File: config.mk
export PLATFORM = sky130hd
export DESIGN_NAME = i2c_master_byte_engine_core
export DESIGN_NICKNAME = d
export VERILOG_FILES = /design/src/hdl/i2cm_pkg.sv /design/src/hdl/i2cm_seq.sv /design/src/hdl/i2cm_skid.sv /design/src/hdl/i2c_master_byte_engine_core.sv
export SDC_FILE = /design/constraint.sdc
export NUM_CORES = 1
export LEC_CHECK = 0
export BUFFER_PORTS_ARGS = -buffer_cell sky130_fd_sc_hd__buf_2
export CORE_ASPECT_RATIO = 1.25
export CORE_MARGIN = 4
export CORE_UTILIZATION = 61
export CTS_BUF_LIST = sky130_fd_sc_hd__clkbuf_4 sky130_fd_sc_hd__clkbuf_8 sky130_fd_sc_hd__clkbuf_16
export DETAILED_ROUTE_END_ITERATION = 10
export PLACE_DENSITY = 0.81
export SLEW_MARGIN = 20
export SYNTH_ARGS = -nofsm -noshare
export SYNTH_HDL_FRONTEND = slang
export SYNTH_SLANG_ARGS = --single-unit
File: constraint.sdc
create_clock -name clk_i -period 5.7 [get_ports clk_i]
set_input_delay 0.285 -clock clk_i [delete_from_list [all_inputs] [get_ports clk_i]]
set_output_delay 0.285 -clock clk_i [all_outputs]
set_load 0.05 [all_outputs]
File: src/hdl/i2cm_pkg.sv
// ----------------------------------------------------------------------------
// i2cm_pkg
// Shared types of the I2C master byte engine: the per-tick result record.
// ----------------------------------------------------------------------------
`default_nettype none

package i2cm_pkg;

  typedef struct packed {
    logic       scl_level;
    logic       sda_level;
    logic       sda_drive;
    logic       busy_res;
    logic       done_res;
    logic [7:0] read_data;
    logic       ack_level;
  } res_t;

endpackage

`default_nettype wire

File: src/hdl/i2cm_seq.sv
// ----------------------------------------------------------------------------
// i2cm_seq
// Bus sequencer: phase state, wait counter, bit counter and shift register.
// Advances by one tick per transfer and presents the resulting pin levels.
// ----------------------------------------------------------------------------
`default_nettype none

module i2cm_seq (
  input  wire logic          clk_i,
  input  wire logic          rst_ni,
  input  wire logic          tick_i,
  input  wire logic [2:0]    command_i,
  input  wire logic [7:0]    write_data_i,
  input  wire logic          last_read_i,
  input  wire logic          sda_in_i,
  input  wire logic [15:0]   phase_ticks_i,
  input  wire logic [15:0]   setup_ticks_i,
  output i2cm_pkg::res_t     res_o
);

  localparam logic [2:0] CMD_START = 3'd1;
  localparam logic [2:0] CMD_STOP  = 3'd2;
  localparam logic [2:0] CMD_WRITE = 3'd3;
  localparam logic [2:0] CMD_READ  = 3'd4;

  localparam logic [4:0] PH_IDLE      = 5'd0;
  localparam logic [4:0] PH_START_A   = 5'd1;
  localparam logic [4:0] PH_START_B   = 5'd2;
  localparam logic [4:0] PH_STOP_A    = 5'd3;
  localparam logic [4:0] PH_W_LOW     = 5'd4;
  localparam logic [4:0] PH_W_SETUP   = 5'd5;
  localparam logic [4:0] PH_W_HIGH    = 5'd6;
  localparam logic [4:0] PH_W_ACKLOW  = 5'd7;
  localparam logic [4:0] PH_W_ACKHIGH = 5'd8;
  localparam logic [4:0] PH_R_LOW     = 5'd9;
  localparam logic [4:0] PH_R_HIGH    = 5'd10;
  localparam logic [4:0] PH_R_ACKLOW  = 5'd11;
  localparam logic [4:0] PH_R_ACKSET  = 5'd12;
  localparam logic [4:0] PH_R_ACKHIGH = 5'd13;

  logic [4:0]  phase_q, phase_d;
  logic [3:0]  bit_cnt_q, bit_cnt_d;
  logic [15:0] wait_q, wait_d;
  logic [15:0] wait_dec;
  logic [7:0]  shift_q, shift_d;
  logic        scl_q, scl_d;
  logic        sda_q, sda_d;
  logic        drive_q, drive_d;
  logic        nack_q, nack_d;
  logic        ack_q, ack_d;
  logic [7:0]  hold_q, hold_d;
  logic        done;
  logic [15:0] phase_load;
  logic [15:0] setup_load;

  assign phase_load = (phase_ticks_i == 16'd0) ? 16'd1 : phase_ticks_i;
  assign setup_load = (setup_ticks_i == 16'd0) ? 16'd1 : setup_ticks_i;
  assign wait_dec   = wait_q - 16'd1;

  always_comb begin
    phase_d   = phase_q;
    bit_cnt_d = bit_cnt_q;
    wait_d    = wait_q;
    shift_d   = shift_q;
    scl_d     = scl_q;
    sda_d     = sda_q;
    drive_d   = drive_q;
    nack_d    = nack_q;
    ack_d     = ack_q;
    hold_d    = hold_q;
    done      = 1'b0;
    if (phase_q == PH_IDLE) begin
      case (command_i)
        CMD_START: begin
          drive_d = 1'b1; sda_d = 1'b1; scl_d = 1'b1;
          wait_d  = phase_load; phase_d = PH_START_A;
        end
        CMD_STOP: begin
          drive_d = 1'b1; sda_d = 1'b0; scl_d = 1'b1;
          wait_d  = phase_load; phase_d = PH_STOP_A;
        end
        CMD_WRITE: begin
          drive_d = 1'b1; shift_d = write_data_i; bit_cnt_d = 4'd0; scl_d = 1'b0;
          wait_d  = phase_load; phase_d = PH_W_LOW;
        end
        CMD_READ: begin
          drive_d = 1'b0; shift_d = 8'd0; bit_cnt_d = 4'd0;
          nack_d  = last_read_i; scl_d = 1'b0;
          wait_d  = phase_load; phase_d = PH_R_LOW;
        end
        default: begin
        end
      endcase
    end else begin
      wait_d = wait_dec;
      if (wait_dec == 16'd0) begin
        case (phase_q)
          PH_START_A: begin
            sda_d = 1'b0; wait_d = phase_load; phase_d = PH_START_B;
          end
          PH_START_B: begin
            scl_d = 1'b0; phase_d = PH_IDLE; done = 1'b1;
          end
          PH_STOP_A: begin
            sda_d = 1'b1; phase_d = PH_IDLE; done = 1'b1;
          end
          PH_W_LOW: begin
            sda_d   = shift_q[7];
            shift_d = {shift_q[6:0], 1'b0};
            wait_d  = setup_load; phase_d = PH_W_SETUP;
          end
          PH_W_SETUP: begin
            scl_d = 1'b1; wait_d = phase_load; phase_d = PH_W_HIGH;
          end
          PH_W_HIGH: begin
            bit_cnt_d = bit_cnt_q + 4'd1;
            scl_d     = 1'b0;
            wait_d    = phase_load;
            phase_d   = (bit_cnt_d < 4'd8) ? PH_W_LOW : PH_W_ACKLOW;
          end
          PH_W_ACKLOW: begin
            drive_d = 1'b0; scl_d = 1'b1;
            wait_d  = phase_load; phase_d = PH_W_ACKHIGH;
          end
          PH_W_ACKHIGH: begin
            ack_d = sda_in_i; scl_d = 1'b0; phase_d = PH_IDLE; done = 1'b1;
          end
          PH_R_LOW: begin
            scl_d = 1'b1; wait_d = phase_load; phase_d = PH_R_HIGH;
          end
          PH_R_HIGH: begin
            shift_d   = {shift_q[6:0], sda_in_i};
            bit_cnt_d = bit_cnt_q + 4'd1;
            scl_d     = 1'b0;
            wait_d    = phase_load;
            phase_d   = (bit_cnt_d < 4'd8) ? PH_R_LOW : PH_R_ACKLOW;
          end
          PH_R_ACKLOW: begin
            drive_d = 1'b1; sda_d = nack_q;
            wait_d  = setup_load; phase_d = PH_R_ACKSET;
          end
          PH_R_ACKSET: begin
            scl_d = 1'b1; wait_d = phase_load; phase_d = PH_R_ACKHIGH;
          end
          PH_R_ACKHIGH: begin
            scl_d = 1'b0; hold_d = shift_q; phase_d = PH_IDLE; done = 1'b1;
          end
          default: begin
            phase_d = PH_IDLE;
          end
        endcase
      end
    end
  end

  always_ff @(posedge clk_i or negedge rst_ni) begin
    if (!rst_ni) begin
      phase_q   <= PH_IDLE;
      bit_cnt_q <= 4'd0;
      wait_q    <= 16'd0;
      shift_q   <= 8'd0;
      scl_q     <= 1'b1;
      sda_q     <= 1'b1;
      drive_q   <= 1'b1;
      nack_q    <= 1'b0;
      ack_q     <= 1'b1;
      hold_q    <= 8'd0;
    end else if (tick_i) begin
      phase_q   <= phase_d;
      bit_cnt_q <= bit_cnt_d;
      wait_q    <= wait_d;
      shift_q   <= shift_d;
      scl_q     <= scl_d;
      sda_q     <= sda_d;
      drive_q   <= drive_d;
      nack_q    <= nack_d;
      ack_q     <= ack_d;
      hold_q    <= hold_d;
    end
  end

  assign res_o.scl_level = scl_d;
  assign res_o.sda_level = drive_d ? sda_d : 1'b1;
  assign res_o.sda_drive = drive_d;
  assign res_o.busy_res  = (phase_d != PH_IDLE);
  assign res_o.done_res  = done;
  assign res_o.read_data = hold_d;
  assign res_o.ack_level = ack_d;

endmodule

`default_nettype wire

File: src/hdl/i2cm_skid.sv
// ----------------------------------------------------------------------------
// i2cm_skid
// Two-entry output stage: result register plus skid register, so the input
// stall is a registered signal and a transfer can enter while one waits.
// ----------------------------------------------------------------------------
`default_nettype none

module i2cm_skid (
  input  wire logic       clk_i,
  input  wire logic       rst_ni,
  input  wire logic       push_i,
  input  i2cm_pkg::res_t  res_i,
  output logic            full_o,
  output logic            out_valid_o,
  input  wire logic       out_stall_i,
  output i2cm_pkg::res_t  res_o
);

  logic           out_vld_q, skid_vld_q;
  i2cm_pkg::res_t out_q, skid_q;
  logic           pop;

  assign pop = out_vld_q && !out_stall_i;

  always_ff @(posedge clk_i or negedge rst_ni) begin
    if (!rst_ni) begin
      out_vld_q  <= 1'b0;
      skid_vld_q <= 1'b0;
    end else begin
      if (!out_vld_q || pop) begin
        out_vld_q <= skid_vld_q || push_i;
      end
      if (skid_vld_q && pop) begin
        skid_vld_q <= 1'b0;
      end else if (!skid_vld_q && push_i && out_vld_q && !pop) begin
        skid_vld_q <= 1'b1;
      end
    end
  end

  always_ff @(posedge clk_i) begin
    if (!out_vld_q || pop) begin
      out_q <= skid_vld_q ? skid_q : res_i;
    end
    if (!skid_vld_q && push_i) begin
      skid_q <= res_i;
    end
  end

  assign full_o      = skid_vld_q;
  assign out_valid_o = out_vld_q;
  assign res_o       = out_q;

endmodule

`default_nettype wire

File: src/hdl/i2c_master_byte_engine_core.sv
// ----------------------------------------------------------------------------
// i2c_master_byte_engine_core
// Bit-level I2C master. Each input transfer is one timing tick carrying the
// sampled SDA level and, while idle, an optional start, stop, write or read
// command; each tick yields one result transfer with the SCL/SDA levels,
// drive enable, busy, done, read byte and sampled ACK. One tick is taken
// every cycle unless in_stall_o is high; the sequencer step sits between
// the tick input and a two-entry registered output stage; in_stall_o
// rises only when both output entries are held by a stalled consumer.
// Wait lengths come from phase_ticks (index 0) and setup_ticks (index 1).
// ----------------------------------------------------------------------------
`default_nettype none

module i2c_master_byte_engine_core (
  input  wire logic        clk_i,
  input  wire logic        rst_ni,
  input  wire logic        in_valid_i,
  output logic             in_stall_o,
  input  wire logic [2:0]  in_command_i,
  input  wire logic [7:0]  in_write_data_i,
  input  wire logic        in_last_read_i,
  input  wire logic        in_sda_in_i,
  output logic             out_valid_o,
  input  wire logic        out_stall_i,
  output logic             out_scl_level_o,
  output logic             out_sda_level_o,
  output logic             out_sda_drive_o,
  output logic             out_busy_res_o,
  output logic             out_done_res_o,
  output logic [7:0]       out_read_data_o,
  output logic             out_ack_level_o,
  input  wire logic        cfg_valid_i,
  output logic             cfg_ready_o,
  input  wire logic [1:0]  cfg_index_i,
  input  wire logic [15:0] cfg_data_i
);

  localparam logic [1:0] REG_PHASE_TICKS = 2'd0;
  localparam logic [1:0] REG_SETUP_TICKS = 2'd1;

  logic [15:0]    phase_ticks_q;
  logic [15:0]    setup_ticks_q;
  logic           push;
  logic           full;
  i2cm_pkg::res_t step_res;
  i2cm_pkg::res_t out_res;

  assign cfg_ready_o = 1'b1;

  always_ff @(posedge clk_i or negedge rst_ni) begin
    if (!rst_ni) begin
      phase_ticks_q <= 16'd50;
      setup_ticks_q <= 16'd30;
    end else if (cfg_valid_i && cfg_ready_o) begin
      case (cfg_index_i)
        REG_PHASE_TICKS: phase_ticks_q <= cfg_data_i;
        REG_SETUP_TICKS: setup_ticks_q <= cfg_data_i;
        default: begin
        end
      endcase
    end
  end

  assign in_stall_o = full;
  assign push       = in_valid_i && !full;

  i2cm_seq u_seq (
    .clk_i         (clk_i),
    .rst_ni        (rst_ni),
    .tick_i        (push),
    .command_i     (in_command_i),
    .write_data_i  (in_write_data_i),
    .last_read_i   (in_last_read_i),
    .sda_in_i      (in_sda_in_i),
    .phase_ticks_i (phase_ticks_q),
    .setup_ticks_i (setup_ticks_q),
    .res_o         (step_res)
  );

  i2cm_skid u_skid (
    .clk_i       (clk_i),
    .rst_ni      (rst_ni),
    .push_i      (push),
    .res_i       (step_res),
    .full_o      (full),
    .out_valid_o (out_valid_o),
    .out_stall_i (out_stall_i),
    .res_o       (out_res)
  );

  assign out_scl_level_o = out_res.scl_level;
  assign out_sda_level_o = out_res.sda_level;
  assign out_sda_drive_o = out_res.sda_drive;
  assign out_busy_res_o  = out_res.busy_res;
  assign out_done_res_o  = out_res.done_res;
  assign out_read_data_o = out_res.read_data;
  assign out_ack_level_o = out_res.ack_level;

  a_skid_needs_out: assert property (@(posedge clk_i) disable iff (!rst_ni)
    in_stall_o |-> out_valid_o)
    else $error("skid entry held without an output entry");

  a_out_held: assert property (@(posedge clk_i) disable iff (!rst_ni)
    (out_valid_o && out_stall_i) |=> out_valid_o)
    else $error("stalled result dropped");

  a_done_not_busy: assert property (@(posedge clk_i) disable iff (!rst_ni)
    out_valid_o |-> !(out_done_res_o && out_busy_res_o))
    else $error("done reported while busy");

  a_released_high: assert property (@(posedge clk_i) disable iff (!rst_ni)
    (out_valid_o && !out_sda_drive_o) |-> out_sda_level_o)
    else $error("released SDA not reported high");

endmodule

`default_nettype wire

==> results of run 1 <==
## power breakdown
| group | switching, mW | internal (mW) |
|---|---|---|
| combinational | 0.408 | 0.269 |
| sequential | 0.186 | 0.910 |
| clock | 0.296 | 0.304 |
| total | 0.889 | 1.48 |
## cells in the mapped netlist (5+ instances only)
cell / n
o21a_1: 5
nor3_1: 9
mux2_2: 54
o211ai_1: 7
nor2_1: 34
inv_1: 15
edfxtp_1: 28
nor4_1: 13
a221o_1: 8
mux2_4: 16
and2_1: 5
dfstp_2: 11
nand3_1: 28
nand4_1: 12
dfrtp_1: 69
clkbuf_1: 23
nand2b_1: 10
xnor2_1: 7
buf_2: 5
a21oi_1: 36
a31oi_1: 7
nand2_1: 48
o21ai_0: 26
## state kept, by name (all words and copies together) (netlist names)
| signal | cells |
|---|---|
| phase_ticks_q | 16 |
| setup_ticks_q | 16 |
| u_seq.ack_q | 1 |
| u_seq.bit_cnt_q | 4 |
| u_seq.drive_q | 1 |
| u_seq.hold_q | 8 |
| u_seq.nack_q | 1 |
| u_seq.phase_q | 5 |
| u_seq.scl_q | 1 |
| u_seq.sda_q | 1 |
| u_seq.shift_q | 8 |
| u_seq.wait_q | 16 |
| u_skid.full_o | 1 |
| u_skid.out_valid_o | 1 |
| u_skid.res_o | 14 |
| u_skid.skid_q | 14 |
## final timing paths
check | from | end | slack, ns | cells after the start
min in group asynchronous | rst_ni | u_skid.full_o$_DFFE_PN0P_ | 0.41 | 2
max | u_seq.wait_q[0]$_DFFE_PN0P_ | u_seq.wait_q[4]$_DFFE_PN0P_ | 1.82 | 7
max in group asynchronous | rst_ni | setup_ticks_q[4]$_DFFE_PN1P_ | 4.62 | 3
max reg2reg | u_seq.wait_q[0]$_DFFE_PN0P_ | u_seq.wait_q[4]$_DFFE_PN0P_ | 1.82 | 7
min reg2reg | u_skid.out_valid_o$_DFFE_PN0P_ | u_skid.full_o$_DFFE_PN0P_ | 0.49 | 1
min | in_last_read_i | u_seq.nack_q$_DFFE_PN0P_ | 0.16 | 2
## final cells by class
class	count	area, um2	share of cell area (%)
clock buffers	9	225	3.38
clock inverters	7	57.6	0.863
inverters	15	56.3	0.845
multi-input cells	413	2990	44.8
flip-flops and latches	108	2860	42.8
well taps	126	158	2.36
repair buffers	58	325	4.88
## critical path: cells and delay by family, from the launching register on
kind	cells	cell delay, ns
xor+xnor	1	0.20
flops	1	0.50
simple gates	4	1.93
compound gates	2	1.20
## cells in the final DEF (no fill, tap or decap), types with 5 or more instances in the layout
master / count
a31oi_1: 7
nor3_1: 9
dfrtp_1: 69
edfxtp_1: 28
nor4_1: 13
o21ai_0: 26
inv_1: 15
mux2_4: 16
nor2_1: 34
mux2_2: 54
xnor2_1: 7
a21oi_1: 36
buf_4: 6
and2_1: 5
o211ai_1: 7
nand2b_1: 10
o21a_1: 5
nand2_1: 48
nand4_1: 12
dfstp_2: 11
buf_2: 50
clkbuf_16: 9
nand3_1: 28
a221o_1: 8
## metal layers
metal	wire, um	part of all wire, %	vias up	global-route usage, %
met1	5880	38	2353	32.4
met5	0	0	-	0
li1	-	-	2196	-
met3	931	6.0	41	3.63
met2	8180	53	217	48.1
met4	462	3.0	0	10.2
## through the flow
step                utilization (%)  hold slack (ns)  cell area, um2  power (mW)  std cells
floorplan                         -          -0.0106            6020        1.57        567
global placement               66.1            0.476            6350        1.75        718
detailed placement             66.1            0.480            6350        1.77        718
CTS                            69.1            0.143            6640        2.37        734
global route                   69.4            0.179            6670        2.48        736
finish                         69.4            0.162            6670        2.37        736
## logic make-up after synthesis
family          share of synthesized area, %
compound gates                          13.5
mux                                     14.4
fa+ha+maj                              0.790
buf+inv                                 3.04
simple gates                            19.0
other cells                           0.0623
flops                                   47.5
xor+xnor                                1.73
==> results.cfg, run 1 <==
[sta]
hold_viol_final = 0
finalSetupViolations = 0
clock.fmax_ghz = 0.258
finalClockSkew_ns = 0.00771
slew_headroom_pct = 28.5
worst_slew_pin_slew_ns = 1.07
finalSetupTns_ns = 0
post-route-worst-setup-slack_ns = 1.82
maxSlewViolCount = 0
period_share_pct = 68.1
rsz0062_at_grt = false
min_period_ns = 3.88

[worst_setup_path]
arrival_ns = 4.17
cp_slowest_stage_delay_ns = 0.94
end_kind = flip-flop
crit_fanout = 19
cp.required_ns = 5.99
path_class = flip-flop to flip-flop
cp_slowest_cell = nor4b_4
cp-start-kind = flip-flop
cp_cell_sequence = nor4_4 > nand2b_1 > xnor2_1 > nor4b_4 > nand3_1 > a211oi_2 > a221o_1

[routing]
routed_via_density = 6.53
vias = 4807
drt_iter0_drc = 398
wl_um = 15500
dr.pass1.iters = 5
post-route-drc-count = 0
wl_per_cell_um = 21.0
antenna_left = 0

[global_routing]
antenna_found_initial = 0
grt_usage_pct = 26.7
grt.overflow.total = 0
grt_max_degree = 81
grt_pass1_wl_um = 24800
first_global_vias = 4766

[yosys]
async_reset_ff_share_pct = 74.1
synthTopCellsByArea = dfrtp_1 (29%), edfxtp_1 (14%), mux2_2 (10%)
yosysTopAreaCellShare_pct = 28.7
synth_edf_count = 28
syn-cell-area_mm2 = 0.00602
synth_flop_cell = dfrtp_1
synth_largest_area_cell = dfrtp_1
synth_nets = 606
netlist_instances = 567
avgSynthCellArea_um2 = 10.6
synthDistinctLibCells = 72
synth_warnings = 0
ys_seq_elements = 108
ys_seq_area_share_pct = 47.5

[run_status]
status = completed

[power]
p_per_area_mw_per_mm2 = 356
leakage_nw = 2.79
ir_drop_uv = 248

[die]
die_w_um = 96.8
die-area_mm2 = 0.0115
dieHeight_um = 119
initial_utilization_pct = 62.6
rows = 40
io-pin-count = 53
coreArea_mm2 = 0.00961

[clock_tree]
clkSinkCount = 108
clk_latency_ns = 0.35
cts_inserted_buffers = 9
h-tree-depth = 3
post_cts_buffers = 0
cts_buffer_depth = 2
clock-root-buffer = clkbuf_16
cts_tree = done
postCtsHoldBufs = 0
path_clk_slew_ns = 0.07
cts_resized = 0

[cells_and_area]
nets = 644
n_antenna_cell = 0
fillers = 737
layout-drive-gt1-share_pct = 28.5
areaGrowthSynthToFinish_pct = 10.8

[place]
place_congestion = 0.939
dp_hpwl_um = 11200
pre_cts_slack_ns = 1.92
port_buffers = 51

[hold_path]
min_path_type = primary input to flip-flop

[flow_run]
drv_cap = 0
No activity file was read; power rests on OpenSTA's default activity.
==> inputs of run 2 (changes only) <==
--- a/config.mk
+++ b/config.mk
@@ -8,10 +8,10 @@
 export BUFFER_PORTS_ARGS = -buffer_cell sky130_fd_sc_hd__buf_2
 export CORE_ASPECT_RATIO = 1.25
 export CORE_MARGIN = 4
-export CORE_UTILIZATION = 61
+export CORE_UTILIZATION = 54
 export CTS_BUF_LIST = sky130_fd_sc_hd__clkbuf_4 sky130_fd_sc_hd__clkbuf_8 sky130_fd_sc_hd__clkbuf_16
 export DETAILED_ROUTE_END_ITERATION = 10
-export PLACE_DENSITY = 0.81
+export PLACE_DENSITY = 0.76
 export SLEW_MARGIN = 20
 export SYNTH_ARGS = -nofsm -noshare
 export SYNTH_HDL_FRONTEND = slang
==> constraint.sdc (replaced) <==
create_clock -name clk_i -period 3.4 [get_ports clk_i]
set_input_delay 0.17 -clock clk_i [delete_from_list [all_inputs] [get_ports clk_i]]
set_output_delay 0.17 -clock clk_i [all_outputs]
set_load 0.05 [all_outputs]
==> results.cfg, run 2 (same netlist as run 1, synthesis figures left out) <==
[global_routing]
grt.busiest_layer = met2
use_met2_pct = 41.5
grt_max_degree = 81
grt_usage_pct = 24.5
grt_util_met3_pct = 4.20
grt_use_met1_pct = 29.1
grt.overflow.total = 0
first_global_vias = 4930
antenna_found_initial = 0
grt_pass1_wl_um = 24800

[routing]
post-route-drc-count = 0
antenna_left = 0
drt_iter0_drc = 300
wl_per_cell_um = 20.2
dr.pass1.iters = 5
routed_via_density = 6.33
vias = 4779
wl_um = 15200

[cells_and_area]
top_regs = phase_ticks_q (16), setup_ticks_q (16), u_seq.wait_q (16)
areaGrowthSynthToFinish_pct = 12.4
nets = 657
final-instance-count-excl-fill = 755
layout_common_cells = dfrtp_1 (69), mux2_2 (54), buf_2 (50)
layout-drive-gt1-share_pct = 29.7
final_common_cell = dfrtp_1
n_antenna_cell = 0

[sta]
post-route-worst-setup-slack_ns = 0.319
finalSetupViolations = 0
hold_viol_final = 0
slew_headroom_pct = 44.0
rsz0062_at_grt = false
worst_slew_pin_slew_ns = 0.837
finalSetupTns_ns = 0
maxSlewViolCount = 0
hold_ws_ns = 0.0374
period_share_pct = 90.6
min_period_ns = 3.08
clock.fmax_ghz = 0.325
finalClockSkew_ns = 0.00690

[power]
power_frac_clock_pct = 25.5
swShare_pct = 37.3
switching_power_mw = 1.50
p_int_mw = 2.53
ir_drop_uv = 310
leakage_nw = 2.86
seq_power_share_pct = 44.3
p_per_area_mw_per_mm2 = 596
p_comb_share_pct = 30.2

[clock_tree]
path_clk_slew_ns = 0.07
cts_inserted_buffers = 9
clkSinkCount = 108
cts_buffer_depth = 2
clk_latency_ns = 0.36
clock-root-buffer = clkbuf_16
cts_tree = done
post_cts_buffers = 0
h-tree-depth = 3

[worst_setup_path]
r2r_end = u_seq.shift_q[5]$_DFFE_PN0P_
end_kind = flip-flop
arrival_ns = 3.33
cp-start-kind = flip-flop
crit_fanout = 12
r2r_start = u_seq.wait_q[0]$_DFFE_PN0P_
path_class = flip-flop to flip-flop
cp_slowest_stage_delay_ns = 0.50
cp_cell_sequence = buf_4 > nor4_4 > nand2b_1 > xnor2_1 > nor4b_4 > buf_4 > nand2_1 > a21oi_2 > mux2_2
cp_slowest_cell = nor4_4
crit_top_cell = buf_4
ff2ff_path_depth = 9
reg2reg_slack_ns = 0.32
cp.required_ns = 3.65

[run_status]
status = completed

[place]
dp.cells = 737
dp_hpwl_um = 11100
place_congestion = 0.959
pre_cts_slack_ns = 0.322
port_buffers = 51

[die]
die-area_mm2 = 0.0129
dieHeight_um = 126
coreArea_mm2 = 0.0107
initial_utilization_pct = 56.1
io-pin-count = 53
rows = 42
die_w_um = 102

[hold_path]
whs_endpoint = u_skid.out_valid_o$_DFFE_PN0P_
whs_path_depth = 3
min_path_type = primary input to flip-flop
worstHoldStart = in_valid_i

[flow_run]
drv_cap = 0
run 2: worst max path at each step:
stage	startpoint	to	slack, ns	cells after the start
final	u_seq.wait_q[0]$_DFFE_PN0P_	u_seq.shift_q[5]$_DFFE_PN0P_	0.32	9
after global routing	u_seq.wait_q[1]$_DFFE_PN0P_	u_seq.shift_q[7]$_DFFE_PN0P_	0.08	9
after CTS	u_seq.wait_q[0]$_DFFE_PN0P_	u_seq.shift_q[5]$_DFFE_PN0P_	0.30	9
after detailed placement	u_seq.wait_q[0]$_DFFE_PN0P_	u_seq.shift_q[5]$_DFFE_PN0P_	0.32	9
after global placement	u_seq.wait_q[0]$_DFFE_PN0P_	u_skid.res_o[6]$_DFFE_PP_	0.43	9
after floorplan	u_seq.wait_q[0]$_DFFE_PN0P_	u_skid.res_o[1]$_DFFE_PP_	0.39	10
run 2: cell type report:
type	count	area, um2
clock inverters	7	55.1
multi-input cells	413	2980
repair buffers	71	423
fillers	896	3960
clock buffers	9	225
inverters	15	56.3
well taps	132	165
flip-flops and latches	108	2860
run 2: repair_timing:
action | in CTS | in global routing
hold buffers | 0 | 1
resized for setup | 0 | 0
hold endpoints to repair | 0 | 35
run 2: power by group through the flow:
stage | Sequential, mW | Combinational (mW) | Clock, mW
2_1_floorplan | 1.73 | 0.903 | 0
3_3_place_gp | 1.80 | 1.17 | 0
3_5_place_dp | 1.80 | 1.19 | 0
4_1_cts | 1.78 | 1.20 | 1.03
5_1_grt | 1.81 | 1.34 | 1.08
6_report | 1.79 | 1.22 | 1.03
run 2: per-layer routing:
| layer | vias to the layer above | share of wire, % |
|---|---|---|
| met2 | 165 | 51 |
| li1 | 2220 | - |
| met5 | - | 0 |
| met3 | 51 | 4.6 |
| met4 | 0 | 4.4 |
| met1 | 2343 | 40 |
run 2: stage by stage:
step / util (%) / power [mW] / area [um2]
5_1_grt: 63.1 / 4.23 / 6760
3_3_place_gp: 60.2 / 2.97 / 6450
2_1_floorplan: - / 2.63 / 6020
4_1_cts: 62.8 / 4.02 / 6730
3_5_place_dp: 60.2 / 3.00 / 6450
6_report: 63.1 / 4.03 / 6760
run 2: worst max-delay path: cells and delay by family, from the launching register on:
family | cells | cell delay, ns
buffers and inverters | 2 | 0.41
AO/OA/AOI/OAI | 1 | 0.43
flip-flops | 1 | 0.40
multiplexers | 1 | 0.39
XOR/XNOR | 1 | 0.20
AND/OR/NAND/NOR | 4 | 1.14
==> inputs of run 3 (changes only) <==
--- a/config.mk
+++ b/config.mk
@@ -11,6 +11,8 @@
 export CORE_UTILIZATION = 54
 export CTS_BUF_LIST = sky130_fd_sc_hd__clkbuf_4 sky130_fd_sc_hd__clkbuf_8 sky130_fd_sc_hd__clkbuf_16
 export DETAILED_ROUTE_END_ITERATION = 10
+export GPL_TIMING_DRIVEN = 0
+export MAX_ROUTING_LAYER = met4
 export PLACE_DENSITY = 0.76
 export SLEW_MARGIN = 20
 export SYNTH_ARGS = -nofsm -noshare
==> results.cfg, run 3 (same netlist as run 1, synthesis figures left out) <==
[run_status]
status = completed

[worst_setup_path]
path_buf_inv = 2
critPathTopFamily = simple AND/OR/NAND/NOR gates
ff2ff_path_depth = 10
crit_fanout = 9
cp-start-kind = flip-flop
cp_slowest_cell = nor4_4
arrival_ns = 3.42
crit_top_cell = mux2_4
cp_cell_sequence = buf_2 > inv_1 > ha_2 > nor3b_4 > nand4_1 > xnor2_2 > nor4_4 > nand3_4 > mux2_4 > mux2_4
path_class = flip-flop to flip-flop
crit_cells = 10
cp.required_ns = 3.51
cp_slowest_stage_delay_ns = 0.41
end_kind = flip-flop

[clock_tree]
clock-root-buffer = clkbuf_16
h-tree-depth = 3
path_clk_slew_ns = 0.07
clk_latency_ns = 0.35
cts_tree = done
cts_buffer_depth = 2
clkSinkCount = 108
cts_inserted_buffers = 9

[die]
die-area_mm2 = 0.0129
coreArea_mm2 = 0.0107
rows = 42
die_w_um = 102
io-pin-count = 53
initial_utilization_pct = 56.1
dieHeight_um = 126

[sta]
period_share_pct = 97.3
maxSlewViolCount = 0
post-route-worst-setup-slack_ns = 0.0908
finalSetupViolations = 0
min_period_ns = 3.31
clock.fmax_ghz = 0.302
finalClockSkew_ns = 0.00561
worst_slew_pin_slew_ns = 1.10
slew_headroom_pct = 26.4
hold_viol_final = 0

[routing]
vias = 4981
antenna_left = 0
dr.pass1.iters = 5
wl_per_cell_um = 20.7
routed_via_density = 6.45
wl_um = 16000
drt_iter0_drc = 386
post-route-drc-count = 0

[power]
leakage_nw = 2.89
ir_drop_uv = 324
p_total_mw = 4.27
seq_power_share_pct = 39.9
switching_power_mw = 1.55
p_per_area_mw_per_mm2 = 619
swShare_pct = 36.3
power_frac_clock_pct = 27.4
p_int_mw = 2.72
p_comb_share_pct = 32.6

[global_routing]
first_global_vias = 5131
grt_usage_pct = 26.6
grt_pass1_wl_um = 26000
antenna_found_initial = 0
grt_max_degree = 42
grt.overflow.total = 0

[cells_and_area]
n_antenna_cell = 0
top_regs = phase_ticks_q (16), setup_ticks_q (16), u_seq.wait_q (16)
nets = 674
layout-drive-gt1-share_pct = 28.9
fin_util_pct = 64.3
final_common_cell = dfrtp_1
areaGrowthSynthToFinish_pct = 14.6
fin_area_mm2 = 0.00690
layout_common_cells = dfrtp_1 (69), mux2_2 (54), buf_2 (53)
fillers = 897

[place]
placed_area_mm2 = 0.00645
place_congestion = 1.02
dp_hpwl_um = 11900
pre_cts_slack_ns = -0.296
port_buffers = 49

[hold_path]
whs_path_depth = 2
min_path_type = primary input to flip-flop

[flow_run]
drv_cap = 0
[run 3: path summary, 6_finish.rpt]
check	startpoint	slack [ns]	to
hold / removal	in_last_read_i	0.05	u_seq.nack_q$_DFFE_PN0P_
setup reg to reg	u_seq.wait_q[0]$_DFFE_PN0P_	0.09	u_skid.res_o[7]$_DFFE_PP_
setup / recovery	u_seq.wait_q[0]$_DFFE_PN0P_	0.09	u_skid.res_o[7]$_DFFE_PP_
max in group asynchronous	rst_ni	2.39	setup_ticks_q[3]$_DFFE_PN1P_
hold reg to reg	u_seq.drive_q$_DFFE_PN1P_	0.50	u_seq.drive_q$_DFFE_PN1P_
min in group asynchronous	rst_ni	0.35	u_seq.nack_q$_DFFE_PN0P_
[run 3: repair_timing]
action                                  in CTS  in global routing
setup buffers                                4                  3
hold buffers                                 1                  0
resized for setup                            3                  6
pin swaps                                    1                  2
endpoints found under the hold margin       37                  0
endpoints found under the setup margin      45                 43
[run 3: metrics by stage]
stage	cells	setup TNS [ns]	hold WS (ns)
final	772	0	0.0487
after global placement	748	-1.58	0.392
after floorplan	567	0	-0.126
after global routing	772	-0.106	0.0538
after CTS	769	0	0.0428
after detailed placement	749	-4.20	0.187
[run 3: power groups by stage]
stage	clock network (mW)	logic, mW	registers (mW)
detailed placement	0	1.31	1.72
global placement	0	1.28	1.71
floorplan	0	0.903	1.73
CTS	1.20	1.33	1.70
finish	1.17	1.39	1.71
global route	1.25	1.50	1.72
[run 3: layer usage]
metal	share of wire, %	vias to the layer above	global-route usage (%)	routed length [um]
met3	6.9	68	4.20	1100
met4	5.5	0	14.4	886
met5	0	-	-	0
met1	37	2417	31.7	5940
met2	50	253	42.9	8060
li1	-	2243	-	-
[run 3: cell type report]
class | count | area, um2 | area share [%]
Timing Repair Buffer | 58 | 330 | 4.79
Buffer | 30 | 124 | 1.80
Clock inverter | 5 | 91.3 | 1.32
Clock buffer | 11 | 246 | 3.57
Sequential cell | 108 | 2860 | 41.4
Multi-Input combinational cell | 413 | 3030 | 43.9
Inverter | 15 | 56.3 | 0.817
Tap cell | 132 | 165 | 2.40
